<file path="config.mk">
export PLATFORM = sky130hd
export DESIGN_NAME = line_rasterizer
export DESIGN_NICKNAME = d
export VERILOG_FILES = /design/src/rtl/lr_pkg.sv /design/src/rtl/lr_front.sv /design/src/rtl/lr_queue.sv /design/src/rtl/lr_walker.sv /design/src/rtl/line_rasterizer.sv
export SDC_FILE = /design/constraint.sdc
export NUM_CORES = 1
export LEC_CHECK = 0
export ABC_AREA = 1
export BUFFER_PORTS_ARGS = -buffer_cell sky130_fd_sc_hd__buf_2
export CAP_MARGIN = 20
export CORE_MARGIN = 8
export CORE_UTILIZATION = 48
export CTS_CLUSTER_SIZE = 12
export DETAILED_ROUTE_END_ITERATION = 6
export HOLD_SLACK_MARGIN = 0.12
export PLACE_DENSITY_LB_ADDON = 0.1
export SYNTH_ARGS = -nofsm -noshare
export SYNTH_HDL_FRONTEND = slang
export SYNTH_SLANG_ARGS = --single-unit
</file>
<file path="constraint.sdc">
create_clock -name clock -period 7.43 [get_ports clock]
set_input_delay 0 -clock clock [delete_from_list [all_inputs] [get_ports clock]]
set_output_delay 0 -clock clock [all_outputs]
set_load 0.02 [all_outputs]
</file>
<file path="src/rtl/lr_pkg.sv">
// Package for the line rasterizer: grid constants, the line descriptor
// that travels from the front end to the walker, and the queue status.
// No dependencies.
`default_nettype none

package lr_pkg;

   // Grid edge length; coordinates beyond GRID_SIZE-1 are saturated.
   localparam int GRID_SIZE = 64;

   // Coordinate width, fixed by the port fields.
   localparam int COORD_W = 6;
   localparam logic [COORD_W-1:0] COORD_MAX = COORD_W'(GRID_SIZE - 1);

   // Error counters and their sums stay between -span and +span.
   localparam int ERR_W = COORD_W + 2;

   // Descriptor queue depth (a power of two).
   localparam int QUEUE_DEPTH = 2;
   localparam int QPTR_W      = $clog2(QUEUE_DEPTH);
   localparam int QCNT_W      = $clog2(QUEUE_DEPTH + 1);

   // Stream widths.
   localparam int REQ_DATA_W = 24;
   localparam int RSP_DATA_W = 16;

   typedef struct packed {
      logic [COORD_W-1:0] start_x;
      logic [COORD_W-1:0] start_y;
      logic [COORD_W-1:0] abs_dx;
      logic [COORD_W-1:0] abs_dy;
      logic [COORD_W-1:0] span;
      logic               neg_x;
      logic               neg_y;
   } line_desc_type;

   typedef struct packed {
      logic full;
      logic empty;
   } queue_status_type;

   function automatic logic [COORD_W-1:0] clamp_coord(input logic [COORD_W-1:0] c);
      logic [COORD_W-1:0] r;
      r = (c > COORD_MAX) ? COORD_MAX : c;
      return r;
   endfunction

endpackage : lr_pkg

`default_nettype wire

</file>
<file path="src/rtl/lr_front.sv">
// Front end of the line rasterizer: takes request beats, saturates the
// endpoints and works out deltas, directions and span. Uses lr_pkg.
`default_nettype none

module lr_front
   import lr_pkg::*;
(
   input  wire logic                  req_tvalid,
   output logic                       req_tready,
   input  wire logic [REQ_DATA_W-1:0] req_tdata,   // start_x, start_y, end_x, end_y
   input  wire queue_status_type      q_status,
   output logic                       push,
   output line_desc_type              push_desc
);

   logic [COORD_W-1:0] sx, sy, ex, ey;
   logic [COORD_W-1:0] adx, ady;

   always_comb begin
      sx = clamp_coord(req_tdata[COORD_W-1:0]);
      sy = clamp_coord(req_tdata[2*COORD_W-1:COORD_W]);
      ex = clamp_coord(req_tdata[3*COORD_W-1:2*COORD_W]);
      ey = clamp_coord(req_tdata[4*COORD_W-1:3*COORD_W]);

      adx = (ex >= sx) ? (ex - sx) : (sx - ex);
      ady = (ey >= sy) ? (ey - sy) : (sy - ey);

      push_desc.start_x = sx;
      push_desc.start_y = sy;
      push_desc.abs_dx  = adx;
      push_desc.abs_dy  = ady;
      push_desc.span    = (adx > ady) ? adx : ady;
      push_desc.neg_x   = (ex < sx);
      push_desc.neg_y   = (ey < sy);
   end

   assign req_tready = !q_status.full;
   assign push       = req_tvalid && !q_status.full;

endmodule : lr_front

`default_nettype wire

</file>
<file path="src/rtl/lr_queue.sv">
// Small descriptor queue between the front end and the walker.
// Uses lr_pkg for the descriptor type and depth.
`default_nettype none

module lr_queue
   import lr_pkg::*;
(
   input  wire logic          clock,
   input  wire logic          reset,
   input  wire logic          push,
   input  wire line_desc_type push_desc,
   input  wire logic          pop,
   output line_desc_type      head_desc,
   output queue_status_type   q_status
);

   line_desc_type       entry_ff [QUEUE_DEPTH];
   logic [QPTR_W-1:0]   wr_ptr_ff, wr_ptr_in;
   logic [QPTR_W-1:0]   rd_ptr_ff, rd_ptr_in;
   logic [QCNT_W-1:0]   count_ff,  count_in;

   always_comb begin
      wr_ptr_in = push ? wr_ptr_ff + QPTR_W'(1) : wr_ptr_ff;
      rd_ptr_in = pop  ? rd_ptr_ff + QPTR_W'(1) : rd_ptr_ff;
      count_in  = count_ff;
      if (push && !pop) begin
         count_in = count_ff + QCNT_W'(1);
      end else if (pop && !push) begin
         count_in = count_ff - QCNT_W'(1);
      end
   end

   always_ff @(posedge clock) begin
      if (reset) begin
         wr_ptr_ff <= '0;
         rd_ptr_ff <= '0;
         count_ff  <= '0;
      end else begin
         wr_ptr_ff <= wr_ptr_in;
         rd_ptr_ff <= rd_ptr_in;
         count_ff  <= count_in;
      end
   end

   always_ff @(posedge clock) begin
      if (push) begin
         entry_ff[wr_ptr_ff] <= push_desc;
      end
   end

   assign head_desc      = entry_ff[rd_ptr_ff];
   assign q_status.full  = (count_ff == QCNT_W'(QUEUE_DEPTH));
   assign q_status.empty = (count_ff == '0);

endmodule : lr_queue

`default_nettype wire

</file>
<file path="src/rtl/lr_walker.sv">
// Line rasterizer back end (uses lr_pkg): steps along one line with two error
// counters, a point per cycle into the response register unless it stalls.
`default_nettype none

module lr_walker
   import lr_pkg::*;
(
   input  wire logic                  clock,
   input  wire logic                  reset,
   input  wire line_desc_type         head_desc,
   input  wire queue_status_type      q_status,
   output logic                       pop,
   output logic                       rsp_tvalid,
   input  wire logic                  rsp_tready,
   output logic [RSP_DATA_W-1:0]      rsp_tdata,   // point_x, point_y, zero pad
   output logic                       rsp_tlast    // last_point
);

   logic                      active_ff,  active_in;
   line_desc_type             desc_ff,    desc_in;
   logic [COORD_W-1:0]        px_ff,      px_in;
   logic [COORD_W-1:0]        py_ff,      py_in;
   logic signed [ERR_W-1:0]   errx_ff,    errx_in;
   logic signed [ERR_W-1:0]   erry_ff,    erry_in;
   logic [COORD_W-1:0]        remain_ff,  remain_in;
   logic                      out_vld_ff, out_vld_in;
   logic [COORD_W-1:0]        out_x_ff,   out_x_in;
   logic [COORD_W-1:0]        out_y_ff,   out_y_in;
   logic                      out_last_ff, out_last_in;

   logic                      emit;
   logic signed [ERR_W-1:0]   err_init;
   logic signed [ERR_W-1:0]   sum_x, sum_y, span_s;

   always_comb begin
      pop  = !active_ff && !q_status.empty;
      emit = active_ff && (!out_vld_ff || rsp_tready);

      // Both counters start at minus half the span, rounded toward zero.
      err_init = -signed'({{(ERR_W-COORD_W+1){1'b0}}, head_desc.span[COORD_W-1:1]});
      span_s   = signed'({{(ERR_W-COORD_W){1'b0}}, desc_ff.span});
      sum_x    = errx_ff + signed'({{(ERR_W-COORD_W){1'b0}}, desc_ff.abs_dx});
      sum_y    = erry_ff + signed'({{(ERR_W-COORD_W){1'b0}}, desc_ff.abs_dy});

      active_in   = active_ff;
      desc_in     = desc_ff;
      px_in       = px_ff;
      py_in       = py_ff;
      errx_in     = errx_ff;
      erry_in     = erry_ff;
      remain_in   = remain_ff;
      out_vld_in  = out_vld_ff && !rsp_tready;
      out_x_in    = out_x_ff;
      out_y_in    = out_y_ff;
      out_last_in = out_last_ff;

      if (pop) begin
         active_in = 1'b1;
         desc_in   = head_desc;
         px_in     = head_desc.start_x;
         py_in     = head_desc.start_y;
         errx_in   = err_init;
         erry_in   = err_init;
         remain_in = head_desc.span;
      end

      if (emit) begin
         out_vld_in  = 1'b1;
         out_x_in    = px_ff;
         out_y_in    = py_ff;
         out_last_in = (remain_ff == '0);
         if (remain_ff == '0) begin
            active_in = 1'b0;
         end else begin
            remain_in = remain_ff - COORD_W'(1);
            // A counter that rises above zero moves its coordinate and
            // falls back by the span.
            if (sum_x > 0) begin
               errx_in = sum_x - span_s;
               px_in   = desc_ff.neg_x ? px_ff - COORD_W'(1) : px_ff + COORD_W'(1);
            end else begin
               errx_in = sum_x;
            end
            if (sum_y > 0) begin
               erry_in = sum_y - span_s;
               py_in   = desc_ff.neg_y ? py_ff - COORD_W'(1) : py_ff + COORD_W'(1);
            end else begin
               erry_in = sum_y;
            end
         end
      end
   end

   always_ff @(posedge clock) begin
      if (reset) begin
         active_ff  <= 1'b0;
         out_vld_ff <= 1'b0;
      end else begin
         active_ff  <= active_in;
         out_vld_ff <= out_vld_in;
      end
   end

   always_ff @(posedge clock) begin
      desc_ff     <= desc_in;
      px_ff       <= px_in;
      py_ff       <= py_in;
      errx_ff     <= errx_in;
      erry_ff     <= erry_in;
      remain_ff   <= remain_in;
      out_x_ff    <= out_x_in;
      out_y_ff    <= out_y_in;
      out_last_ff <= out_last_in;
   end

   assign rsp_tvalid = out_vld_ff;
   assign rsp_tdata  = {{(RSP_DATA_W-2*COORD_W){1'b0}}, out_y_ff, out_x_ff};
   assign rsp_tlast  = out_last_ff;

endmodule : lr_walker

`default_nettype wire

</file>
<file path="src/rtl/line_rasterizer.sv">
// Line rasterizer: takes two endpoints on a square grid and streams out every
// grid point of the line between them, start first and end last, the final
// point marked by tlast. A line of N = max(|dx|,|dy|)+1 points gives N
// response beats, one per cycle within a line while the consumer is ready;
// between lines the walker loads the next line and emits no beat, as all
// lines pass through its single stepping loop. Each accepted line is written
// into the queue, loaded into the walker's registers once the walker is free,
// and its first point then goes to the response register. A two-entry queue
// holds accepted lines, so request beats are taken while a line is still
// being walked. Endpoint coordinates beyond the grid edge are saturated to
// the edge. No state survives between lines.
//
// Files: lr_pkg (constants, types), lr_front, lr_queue, lr_walker.
`default_nettype none

module line_rasterizer
   import lr_pkg::*;
(
   input  wire logic                  clock,
   input  wire logic                  reset,

   // Request stream: one beat per line.
   input  wire logic                  req_tvalid,
   output logic                       req_tready,
   input  wire logic [REQ_DATA_W-1:0] req_tdata,   // [5:0] start_x, [11:6] start_y,
                                                   // [17:12] end_x, [23:18] end_y

   // Response stream: one beat per line point.
   output logic                       rsp_tvalid,
   input  wire logic                  rsp_tready,
   output logic [RSP_DATA_W-1:0]      rsp_tdata,   // [5:0] point_x, [11:6] point_y,
                                                   // [15:12] zero
   output logic                       rsp_tlast    // last_point
);

   queue_status_type q_status;
   line_desc_type    push_desc;
   line_desc_type    head_desc;
   logic             push;
   logic             pop;

   // The front end classifies each request beat in the cycle it arrives.
   lr_front u_front (
      .req_tvalid (req_tvalid),
      .req_tready (req_tready),
      .req_tdata  (req_tdata),
      .q_status   (q_status),
      .push       (push),
      .push_desc  (push_desc)
   );

   // Lines wait here until the walker is free.
   lr_queue u_queue (
      .clock     (clock),
      .reset     (reset),
      .push      (push),
      .push_desc (push_desc),
      .pop       (pop),
      .head_desc (head_desc),
      .q_status  (q_status)
   );

   // The walker produces one point per cycle into the response register unless it stalls.
   lr_walker u_walker (
      .clock      (clock),
      .reset      (reset),
      .head_desc  (head_desc),
      .q_status   (q_status),
      .pop        (pop),
      .rsp_tvalid (rsp_tvalid),
      .rsp_tready (rsp_tready),
      .rsp_tdata  (rsp_tdata),
      .rsp_tlast  (rsp_tlast)
   );

endmodule : line_rasterizer

`default_nettype wire

</file>
==> flow_metrics.py, run 1 <==
metrics = {
    "route": {
        "drt-total-wl_mm": 18.6,
        "antenna_left": 0,
        "drt_iter0_markers": 286,
        "post_drt_wl_per_cell_um": 14.6,
        "dr_total_vias": 6307,
        "drt-pass1-iter-count": 5,
        "drc": 0,
        "vias_per_cell": 4.95,
    },
    "sta": {
        "worstMarginPinSlew_ns": 0.727,
        "relSlewSlack_pct": 51.5,
        "fin_crit_sh_pct": 43.9,
        "rsz0062_at_grt": "false",
        "whs_ns": 0.212,
        "setup_viol": 0,
        "slew_violations": 0,
        "finClkSkew_ns": 0.00963,
        "fin_setup_tns_ns": 0,
        "hold_violations": 0,
        "period_needed_ns": 3.26,
        "fmax_mhz": 306,
    },
    "logic_synthesis": {
        "synth_cell_types": 43,
        "ys_seq_area_share_pct": 44.7,
        "synth_warnings": 0,
        "synth.avg_cell_area_um2": 8.39,
        "synth_ff_type": "edfxtp_1",
        "syn_inst": 996,
        "synthArstFlopShare_pct": 0,
        "synthesis.area_um2": 8360,
        "synth_seq_cells": 138,
        "synth_edf_count": 97,
    },
    "global_routing": {
        "grt.total_usage_pct": 17.8,
        "grt_remaining_overflow": 0,
        "grt_max_degree": 37,
        "grt_pass1_wl_mm": 30.9,
        "grt_pass1_vias": 6136,
        "antenna_found_initial": 0,
    },
    "placed_design": {
        "gp_congestion": 0.871,
        "io_buffer_count": 42,
        "dp.final_hpwl_mm": 13.7,
    },
    "worst_setup_path": {
        "end_kind": "register",
        "ff2ff_path_depth": 12,
        "crit_required_ns": 7.60,
        "arrival_ns": 3.43,
        "path_max_fanout": 7,
        "critPathKind": "input port to register",
        "critPathLaunchType": "input port",
    },
    "floorplanning": {
        "coreArea_um2": 17200,
        "ios": 47,
        "start_util_pct": 48.6,
        "die_area_um2": 21900,
        "dieWidth_um": 148,
        "rows": 48,
        "chipHeight_um": 148,
    },
    "finish": {
        "synthToLayoutAreaGrowth_pct": 13.1,
        "final_util_pct": 55.0,
        "regArea_um2": 3730,
        "multiInputGateArea_um2": 3930,
        "fillerInstances": 1598,
        "final_nets": 1136,
        "n_antenna_cell": 0,
        "drive_above_1_share_pct": 10.6,
    },
    "clock_tree": {
        "cts_buffers": 17,
        "htreeDepth": 4,
        "clock_latency_ns": 0.42,
        "cts_tree": "yes",
        "ctsResizeCount": 0,
        "clk_pin_slew_worst_paths_ns": 0.06,
        "cts_root_buf": "clkbuf_16",
        "cts.path.max_buffers": 2,
        "cts_sinks": 138,
    },
    "run_status": {
        "status": "completed",
    },
    "run": {
        "cap_violations": 0,
    },
    "hold_path": {
        "hold_class": "input port to register",
        "whs_path_depth": 4,
    },
}
## cells in the final DEF (no fill, tap or decap), types with 3 or more instances in the layout
master | synthesis | layout
conb_1 | 1 | 4
clkbuf_1 | 25 | 4
inv_1 | 128 | 128
inv_2 | 5 | 5
nand3_1 | 56 | 56
a21o_1 | 5 | 5
or2_2 | 4 | 4
a211oi_1 | 3 | 3
o21bai_1 | 4 | 4
edfxtp_1 | 97 | 97
fa_1 | 10 | 10
o21ai_0 | 41 | 41
nor3_1 | 6 | 6
xor2_1 | 25 | 25
clkbuf_16 | 0 | 18
nand2_4 | 3 | 3
nor2_2 | 2 | 4
dlygate4sd3_1 | 0 | 16
o211ai_1 | 4 | 4
o21ai_1 | 10 | 9
clkinv_4 | 0 | 3
a31oi_1 | 10 | 10
nand2_2 | 8 | 8
buf_4 | 4 | 6
dfxtp_1 | 41 | 41
buf_2 | 12 | 42
a21oi_1 | 56 | 56
nor2_1 | 60 | 58
ha_1 | 62 | 62
nand2_1 | 267 | 267
nand4_1 | 14 | 14
xnor2_1 | 12 | 12
a21oi_2 | 5 | 5
## cells by family (layout without fill, tap and decap cells)
| logic type | Yosys count | count (layout) | synth area share [%] |
|---|---|---|---|
| adders and majority gates | 72 | 72 | 11.7 |
| other | 1 | 4 | 0.0449 |
| AOI/OAI and AO/OA | 141 | 141 | 9.40 |
| and+or+nand+nor | 428 | 428 | 21.8 |
| xor gates and xnor gates | 37 | 37 | 3.88 |
| buffers and inverters | 179 | 229 | 8.51 |
| DFF | 138 | 138 | 44.7 |
## cells in the mapped netlist (all sizes together) (2+ instances only)
| library cell | n | area share [%] |
|---|---|---|
| nand3 | 59 | 3.8 |
| and2 | 2 | 0.15 |
| xor2 | 25 | 2.6 |
| a21o | 5 | 0.45 |
| nand4 | 14 | 1.0 |
| xnor2 | 12 | 1.3 |
| buf | 20 | 1.3 |
| a31oi | 10 | 0.75 |
| or2 | 5 | 0.37 |
| nand2 | 278 | 13 |
| nor2 | 63 | 3.0 |
| nor3 | 6 | 0.36 |
| o21bai | 4 | 0.36 |
| edfxtp | 97 | 35 |
| a211oi | 3 | 0.27 |
| ha | 62 | 9.3 |
| o21ai | 52 | 3.2 |
| fa | 10 | 2.4 |
| clkbuf | 26 | 1.2 |
| a21oi | 61 | 3.9 |
| o211ai | 4 | 0.36 |
| dfxtp | 41 | 9.8 |
| inv | 133 | 6.0 |
## per-layer routing
layer	global-route usage (%)	share of wire, %	vias up
li1	-	-	3344
met4	6.78	2.3	0
met3	3.82	2.9	34
met2	28.5	46	109
met1	23.3	49	2820
met5	0	0	-
## critical path, stage by stage
cell and delay [ns]:
dlygate4sd3_1 0.52, buf_2 0.13, inv_1 0.05, ha_1 0.37
inv_1 0.12, o21bai_1 0.11, a21oi_1 0.12, and2_1 0.18
nand2_2 0.10, o21ai_0 0.46, ha_1 0.34, inv_1 0.06
nor2_1 0.03, o21ai_0 0.13, nand4_1 0.08, and2_0 0.21
o21ai_0 0.40
## through the flow
stage,setup WS (ns),instances,area [µm²]
3_3_place_gp,4.43,1226,8700
4_1_cts,4.21,1274,9450
2_1_floorplan,4.72,999,8370
3_5_place_dp,4.30,1226,8700
6_report,4.17,1274,9450
5_1_grt,3.83,1274,9450
## timing repair
action,in CTS,in global routing
hold buffers,16,0
setup buffers,0,0
setup endpoints to repair,0,0
hold endpoints to repair,33,0
## sequential cells by signal, summed over array words and instances, names as in the netlist, named ones only
signal	flops
u_queue.count_ff	2
u_queue.entry_ff	64
u_queue.rd_ptr_ff	1
u_queue.wr_ptr_ff	1
u_walker.active_ff	1
u_walker.desc_ff	20
u_walker.errx_ff	8
u_walker.erry_ff	8
u_walker.out_x_ff	6
u_walker.out_y_ff	6
u_walker.px_ff	6
u_walker.py_ff	6
u_walker.remain_ff	6
u_walker.rsp_tlast	1
u_walker.rsp_tvalid	1
## layout make-up
class                      instances  area share, %
clock inverter                     9           1.19
sequential                       138           39.5
clock buffer                      23           5.07
multi-input combinational        682           41.6
tap                              225           2.98
timing repair buffer              64           4.39
inverter                         133           5.28
## worst paths after layout
path,from,to,slack [ns]
setup / recovery,req_tdata[3],u_queue.entry_ff[1][2]$_DFFE_PP_,4.17
hold / removal,req_tdata[12],u_queue.entry_ff[1][14]$_DFFE_PP_,0.21
setup reg to reg,register,u_walker.errx_ff[4]$_DFF_P_,4.72
hold reg to reg,u_walker.px_ff[2]$_DFF_P_,u_walker.out_x_ff[2]$_DFFE_PP_,0.48
Power of run 1 is not shown: default switching activity piles up to over one toggle a cycle in this logic, so the estimate is an artifact.
==> run 2, diff against run 1 <==
==> constraint.sdc (replaced) <==
create_clock -name clock -period 3.3 [get_ports clock]
set_input_delay 0 -clock clock [delete_from_list [all_inputs] [get_ports clock]]
set_output_delay 0 -clock clock [all_outputs]
set_load 0.02 [all_outputs]
==> flow_metrics.py, run 2 (synthesis results as in run 1) <==
metrics = {
    "global_routing": {
        "grt_pass1_vias": 5794,
        "grt_max_degree": 34,
        "grt_pass1_wl_mm": 29.3,
        "use_met3_pct": 3.70,
        "grt_use_met2_pct": 26.0,
        "grt_remaining_overflow": 0,
        "grtUsageMet1_pct": 23.1,
        "grt.total_usage_pct": 17.0,
        "top_usage_layer": "met2",
        "antenna_found_initial": 0,
    },
    "clock_tree": {
        "clk_pin_slew_worst_paths_ns": 0.05,
        "cts_buffers": 17,
        "clock_latency_ns": 0.42,
        "cts_root_buf": "clkbuf_16",
        "htreeDepth": 4,
        "cts_sinks": 138,
        "cts.path.max_buffers": 2,
        "cts_tree": "yes",
    },
    "sta": {
        "finClkSkew_ns": 0.0113,
        "relSlewSlack_pct": 56.3,
        "setup_viol": 0,
        "hold_violations": 0,
        "fmax_mhz": 330,
        "fin_crit_sh_pct": 91.9,
        "period_needed_ns": 3.03,
        "worstMarginPinSlew_ns": 0.654,
        "slew_violations": 0,
    },
    "finish": {
        "synthToLayoutAreaGrowth_pct": 14.0,
        "fillerInstances": 1645,
        "final_nets": 1141,
        "final_cell_mix": "266 x nand2_1, 128 x inv_1, 97 x edfxtp_1, 59 x ha_1, 58 x nor2_1",
        "stdcell_area_um2": 9530,
        "final_util_pct": 55.5,
        "drive_above_1_share_pct": 11.9,
        "final_common_cell": "nand2_1",
        "largest_register": "u_queue.entry_ff",
        "largest_reg_flops": 64,
        "top_regs": "u_queue.entry_ff x64, u_walker.desc_ff x20",
        "n_antenna_cell": 0,
    },
    "placed_design": {
        "dp.final_hpwl_mm": 13.6,
        "io_buffer_count": 42,
        "gp_congestion": 0.857,
        "postPlaceCellArea_um2": 8720,
    },
    "worst_setup_path": {
        "cp_common_cell": "nand2_1",
        "crit_family": "adder cells",
        "critPathBufInv": 5,
        "slowest_stage": "dlygate4sd3_1",
        "path_max_fanout": 7,
        "end_kind": "register",
        "critPathLaunchType": "input port",
        "arrival_ns": 3.18,
        "max_stage_delay_ns": 0.52,
        "path_cells": "dlygate4sd3_1, buf_2, inv_1, ha_1, fa_1, nor2_1, a211oi_1, xor2_1, nand2_1, nand2_1, inv_1, ha_1, nand2_1, nor2_1, o21ai_0, nand4_1, and2_2, inv_1, nand2_1, o21ai_0",
        "critPathKind": "input port to register",
        "crit_required_ns": 3.44,
    },
    "run_status": {
        "status": "completed",
    },
    "route": {
        "drt_iter0_markers": 298,
        "dr_total_vias": 6231,
        "drt-pass1-iter-count": 5,
        "drt-total-wl_mm": 18.2,
        "post_drt_wl_per_cell_um": 14.2,
        "antenna_left": 0,
        "drc": 0,
        "vias_per_cell": 4.87,
    },
    "floorplanning": {
        "ios": 47,
        "dieWidth_um": 148,
        "coreArea_um2": 17200,
        "rows": 48,
        "die_area_um2": 21900,
        "chipHeight_um": 148,
        "start_util_pct": 48.6,
    },
    "hold_path": {
        "hold_class": "input port to register",
    },
    "run": {
        "cap_violations": 0,
    },
}
==> run 2: cell types whose count changed in the layout (fill, tap and decap cells not counted), sizes merged <==
cell / delta
clkinvlp: +2
buf: +4
clkinv: +2
dlygate4sd3: +1
clkbuf: -4
==> run 2: path summary, 6_finish.rpt <==
kind / startpoint / endpoint / slack [ns] / depth (start not counted)
max: req_tdata[0] / u_queue.entry_ff[0][4]$_DFFE_PP_ / 0.27 / 20
min: req_tdata[18] / u_queue.entry_ff[0][8]$_DFFE_PP_ / 0.19 / 4
max reg2reg: u_walker.desc_ff[8]$_DFFE_PP_ / u_walker.erry_ff[5]$_DFF_P_ / 0.66 / 10
min reg2reg: u_walker.px_ff[2]$_DFF_P_ / u_walker.out_x_ff[2]$_DFFE_PP_ / 0.48 / 0
==> run 2: worst min-delay path: stages <==
cell and delay [ns]:
buf_2 0.10, inv_1 0.04, ha_1 0.17, inv_1 0.10
==> run 2: layout make-up <==
type,instances,area (µm²),area share (%)
clock buffer,19,453,4.75
sequential,138,3730,39.2
timing repair buffer,69,455,4.78
tap,225,282,2.96
multi-input combinational,682,3980,41.8
clock inverter,13,125,1.31
inverter,133,499,5.24
==> run 2: per-stage QoR <==
| step | hold slack (ns) | TNS, ns | setup WS [ns] | cells |
|---|---|---|---|---|
| floorplan | 0.0691 | 0 | 0.594 | 999 |
| CTS | 0.181 | 0 | 0.0507 | 1278 |
| detailed placement | 0.215 | 0 | 0.169 | 1229 |
| global placement | 0.214 | 0 | 0.224 | 1229 |
| global route | 0.213 | -0.00790 | -0.00401 | 1279 |
| finish | 0.186 | 0 | 0.267 | 1279 |
==> run 2: timing repair <==
action | CTS | global route
gates resized for setup | 0 | 13
endpoints found under the setup margin | 0 | 12
hold buffers | 17 | 0
endpoints found under the hold margin | 33 | 0
buffers inserted | 0 | 1
==> run 2: metal layers <==
metal / up-vias / wire [µm]
met4: 0 / 291
met2: 98 / 8020
met3: 24 / 551
li1: 3335 / -
met1: 2774 / 9350
met5: - / 0
Power of run 2 is left out for the same reason.
